**config.mk**
```make
export PLATFORM = sky130hd
export DESIGN_NAME = brb_ctl
export DESIGN_NICKNAME = d
export VERILOG_FILES = /design/src/rtl/brb_pkg.sv /design/src/rtl/brb_ctl.sv
export SDC_FILE = /design/constraint.sdc
export NUM_CORES = 1
export LEC_CHECK = 0
export BUFFER_PORTS_ARGS = -buffer_cell sky130_fd_sc_hd__buf_2
export CORE_AREA = 2 2 39 41
export CTS_CLUSTER_DIAMETER = 50
export DETAILED_ROUTE_END_ITERATION = 7
export DIE_AREA = 0 0 41 43
export GPL_TIMING_DRIVEN = 0
export RECOVER_POWER = 25
export SLEW_MARGIN = 20
export SYNTH_ARGS = -nofsm -noshare
export SYNTH_HDL_FRONTEND = slang
export SYNTH_SLANG_ARGS = --single-unit
```
**constraint.sdc**
```tcl
create_clock -name i_clk -period 2.2 [get_ports i_clk]
set_clock_uncertainty 0.05 [all_clocks]
set_input_delay 0.22 -clock i_clk [delete_from_list [all_inputs] [get_ports i_clk]]
set_output_delay 0.22 -clock i_clk [all_outputs]
set_load 0.005 [all_outputs]
```
**src/rtl/brb_pkg.sv**
```systemverilog
// ============================================================================
// Byte ring buffer package
// Shared widths, command codes, beat payload types and controller commands.
// ============================================================================
package brb_pkg;

    localparam int DEPTH = 1024;
    localparam int AW    = $clog2(DEPTH);
    localparam int LW    = AW + 1;

    typedef enum logic [2:0] {
        CMD_PUSH  = 3'd0,
        CMD_POP   = 3'd1,
        CMD_WRITE = 3'd2,
        CMD_PEEK  = 3'd3,
        CMD_ADV_W = 3'd4,
        CMD_ADV_R = 3'd5
    } t_cmd_code;

    typedef struct packed {
        logic [2:0]    cmd;
        logic [7:0]    data_in;
        logic [LW-1:0] offset;
        logic [LW-1:0] count;
    } t_in;

    typedef struct packed {
        logic [7:0]    data_out;
        logic          ok;
        logic [LW-1:0] read_length;
        logic [LW-1:0] write_length;
        logic [LW-1:0] read_segment;
        logic [LW-1:0] write_segment;
    } t_out;

    typedef enum logic [2:0] {
        STEP_IDLE,
        STEP_LEN,
        STEP_EXEC,
        STEP_SEG_LEN,
        STEP_SEG_PTR,
        STEP_SEG_OUT
    } t_step;

    typedef struct packed {
        logic  capture;
        t_step step;
    } t_ctl;

endpackage

```
**src/rtl/brb_ctl.sv**
```systemverilog
// ============================================================================
// Byte ring buffer controller
// Sequences one beat through length, execute and segment steps.
// ============================================================================
module brb_ctl (
    input  logic          i_clk,
    input  logic          i_rst_n,
    input  logic          i_in_valid,
    output logic          o_in_ready,
    output logic          o_out_valid,
    input  logic          i_out_ready,
    output brb_pkg::t_ctl o_ctl
);

    typedef enum logic [2:0] {
        ST_IDLE,
        ST_LEN,
        ST_EXEC,
        ST_SEG_LEN,
        ST_SEG_PTR,
        ST_SEG_OUT,
        ST_DONE
    } t_state;

    t_state r_state;
    logic   r_in_ready;
    logic   r_out_valid;

    always_ff @(posedge i_clk) begin
        if (!i_rst_n) begin
            r_state     <= ST_IDLE;
            r_in_ready  <= 1'b1;
            r_out_valid <= 1'b0;
        end else begin
            case (r_state)
                ST_IDLE: begin
                    if (i_in_valid) begin
                        r_state    <= ST_LEN;
                        r_in_ready <= 1'b0;
                    end
                end
                ST_LEN:     r_state <= ST_EXEC;
                ST_EXEC:    r_state <= ST_SEG_LEN;
                ST_SEG_LEN: r_state <= ST_SEG_PTR;
                ST_SEG_PTR: r_state <= ST_SEG_OUT;
                ST_SEG_OUT: begin
                    r_state     <= ST_DONE;
                    r_out_valid <= 1'b1;
                end
                ST_DONE: begin
                    if (i_out_ready) begin
                        r_state     <= ST_IDLE;
                        r_out_valid <= 1'b0;
                        r_in_ready  <= 1'b1;
                    end
                end
                default: begin
                    r_state     <= ST_IDLE;
                    r_in_ready  <= 1'b1;
                    r_out_valid <= 1'b0;
                end
            endcase
        end
    end

    always_comb begin
        o_ctl.capture = i_in_valid && r_in_ready;
        case (r_state)
            ST_LEN:     o_ctl.step = brb_pkg::STEP_LEN;
            ST_EXEC:    o_ctl.step = brb_pkg::STEP_EXEC;
            ST_SEG_LEN: o_ctl.step = brb_pkg::STEP_SEG_LEN;
            ST_SEG_PTR: o_ctl.step = brb_pkg::STEP_SEG_PTR;
            ST_SEG_OUT: o_ctl.step = brb_pkg::STEP_SEG_OUT;
            default:    o_ctl.step = brb_pkg::STEP_IDLE;
        endcase
    end

    assign o_in_ready  = r_in_ready;
    assign o_out_valid = r_out_valid;

    a_ready_valid_excl: assert property (@(posedge i_clk) disable iff (!i_rst_n)
        !(r_in_ready && r_out_valid))
        else $error("input ready while a result is pending");

    a_accept_starts: assert property (@(posedge i_clk) disable iff (!i_rst_n)
        (i_in_valid && r_in_ready) |=> (r_state == ST_LEN))
        else $error("accepted beat did not start the sequence");

    a_result_shown: assert property (@(posedge i_clk) disable iff (!i_rst_n)
        (r_state == ST_SEG_OUT) |=> (r_out_valid && !r_in_ready))
        else $error("result not presented after segment step");

endmodule

```
==> metrics.yaml <==
outcome:
  status: "completed"
routing:
  via_count: 346
  dr.pass1.iters: 2
  drc: 0
  ant_nets: 0
  drt_wl_total_microns: 806
  wl_per_cell_microns: 11.35
  viasPerCell: 4.873
  drt-initial-drc-count: 4
min_path:
  hp-class: "input port to flop"
timing:
  worst_slack_ns: 0.3929
  post-route-period-util: 0.8214
  setup_viol: 0
  finalSetupTns_ns: 0
  slew_headroom: 0.7460
  grt_setup_unrepaired: "false"
  finalCriticalPeriod_ns: 1.807
  final_hold_viol_count: 0
  finalMaxSlewViolations: 0
  worstMarginPinSlew_ns: 0.3809
  hold_ws_ns: 0.1800
  max_freq_mhz: 553.4
cells_and_area:
  fin_cells: 71
  final_common_cell: "buf_2"
  final_area_sq_um: 429.2
  diodes: 0
  area_growth_pct: 26.57
  nNetsFinal: 63
  final_cell_mix: "8 x buf_2, 5 x dfxtp_1, 4 x nor2_1, 4 x a21oi_1, 4 x nand2_1"
  drive_gt1_frac: 0.2909
power:
  p_leak_uw: 0.0002049
  power_density_mw_per_mm2: 609.7
  irDropWorstVdd_v: 0.0001835
placed_design:
  dpl.hpwl_microns: 589.6
  io_buffers: 9
  routabilityCongestion: 0.6577
  place_area_sq_um: 404.1
  dp.cells: 67
  dp_slack_ns: 0.6485
worst_setup_path:
  critPathKind: "flop to output port"
  end_kind: "output port"
  max_stage_delay_ns: 0.44
  worstPathArrival_ns: 1.54
  required_ns: 1.93
  path_delay_family: "flip-flops"
  cp.buffers_inverters: 2
  crit_chain: "inv_1 > ha_1 > a21oi_1 > o21a_1 > buf_2"
  crit_slowest_cell: "dfxtp_1"
  cp-start-kind: "flop"
  cp_max_fo: 7
cts:
  cts_resized: 0
  numCtsBuffers: 3
  tritoncts: "done"
  clk-insertion-delay-late_ns: 0.24
  cts_setup_buffers: 0
  ctsHoldBuffers: 0
  clockBufferDepth: 2
  root_buffer: "clkbuf_4"
  clock-sinks: 5
  clkTransAtPathRegs_ns: 0.05
  htree_num_levels: 1
floorplan:
  io_pins: 10
  die_height_microns: 43
  rows: 14
  die_x_microns: 41
  die_area_sq_mm: 0.001763
  start_util: 0.2450
  fp.coreArea_sq_mm: 0.001384
yosys:
  ys.flop_type: "dfxtp_1"
  netlist_instances: 42
  synth_nets: 49
  ys_seq_area_frac: 0.2952
  synth.ff_latch_count: 5
  avgSynthCellArea_sq_um: 8.073
  ys_async_sr_fraction: 0
  synth_edf_count: 0
  ys_warn_count: 0
  yosysUniqueCellTypes: 24
  synthesis.area_sq_um: 339.1
global_routing:
  antenna_found_initial: 0
  grt_max_degree: 11
  grt_first_pass_wirelength_mm: 1.228
  grt_pass1_vias: 286
  grt_util_all_layers: 0.1063
  overflow: 0
run:
  drv_cap: 0
-- sequential cells by signal, summed over array words and instances (netlist names) --
name         cells
r_state          3
o_out_valid      1
o_in_ready       1
-- layout make-up --
type / count / area [sq um]
inverters: 4 / 15.01
well taps: 16 / 20.02
clock buffers: 4 / 26.28
plain buffers: 2 / 15.01
repair buffers: 9 / 43.79
flip-flops and latches: 5 / 100.1
fillers: 156 / 954.7
multi-input cells: 31 / 209.0
-- per-stage QoR --
step | utilization | power [uW]
detailed placement | 0.2920 | 154.6
CTS | 0.3110 | 262.7
finish | 0.3101 | 261.7
global route | 0.3101 | 275.5
global placement | 0.2920 | 153.5
floorplan | - | 135.8
-- cell usage after synthesis (2+ instances only) --
cell | count | area share
dfxtp_1 | 5 | 0.30
a21oi_1 | 4 | 0.059
nand2_1 | 4 | 0.044
nor2_1 | 4 | 0.044
ha_1 | 3 | 0.11
inv_1 | 3 | 0.033
o21ai_0 | 2 | 0.030
-- report_power, final --
| group | internal [uW] | switching [uW] |
|---|---|---|
| registers | 97.9 | 7.27 |
| logic | 22.5 | 25.3 |
| clock network | 68.7 | 39.9 |
-- path summary, 6_finish.rpt --
path,end,start,cells after the start,slack (ns)
worst max register to register,o_in_ready,r_state[1],5,0.76
worst max-delay path,o_ctl[0],r_state[1],5,0.39
worst min register to register,o_out_valid,o_out_valid,2,0.42
worst min-delay path,o_in_ready,i_rst_n,2,0.18
-- cells by family after synthesis --
family,count (synthesis),share of synthesized area
adder cells (fa/ha/maj),3,0.1107
multiplexers,1,0.03321
AND/OR/NAND/NOR,14,0.1956
flip-flops,5,0.2952
buffers and inverters,6,0.08853
AO/OA/AOI/OAI,13,0.2768
-- metal layers --
metal / vias to the layer above / routed length, microns / GRT usage / part of all wire
li1: 174 / - / - / -
met1: 155 / 382 / 0.1218 / 0.47
met2: 13 / 360 / 0.1563 / 0.45
met3: 4 / 44 / 0.04712 / 0.055
met4: 0 / 19 / 0.06000 / 0.024
met5: - / 0 / 0 / 0
-- worst register-to-register path: stages, from the launching register on --
cell,delay [ns]
dfxtp_1,0.44
inv_1,0.16
ha_1,0.35
nor2_1,0.05
a21o_1,0.15
o211ai_1,0.16
Power figures use the tool's default switching activity.
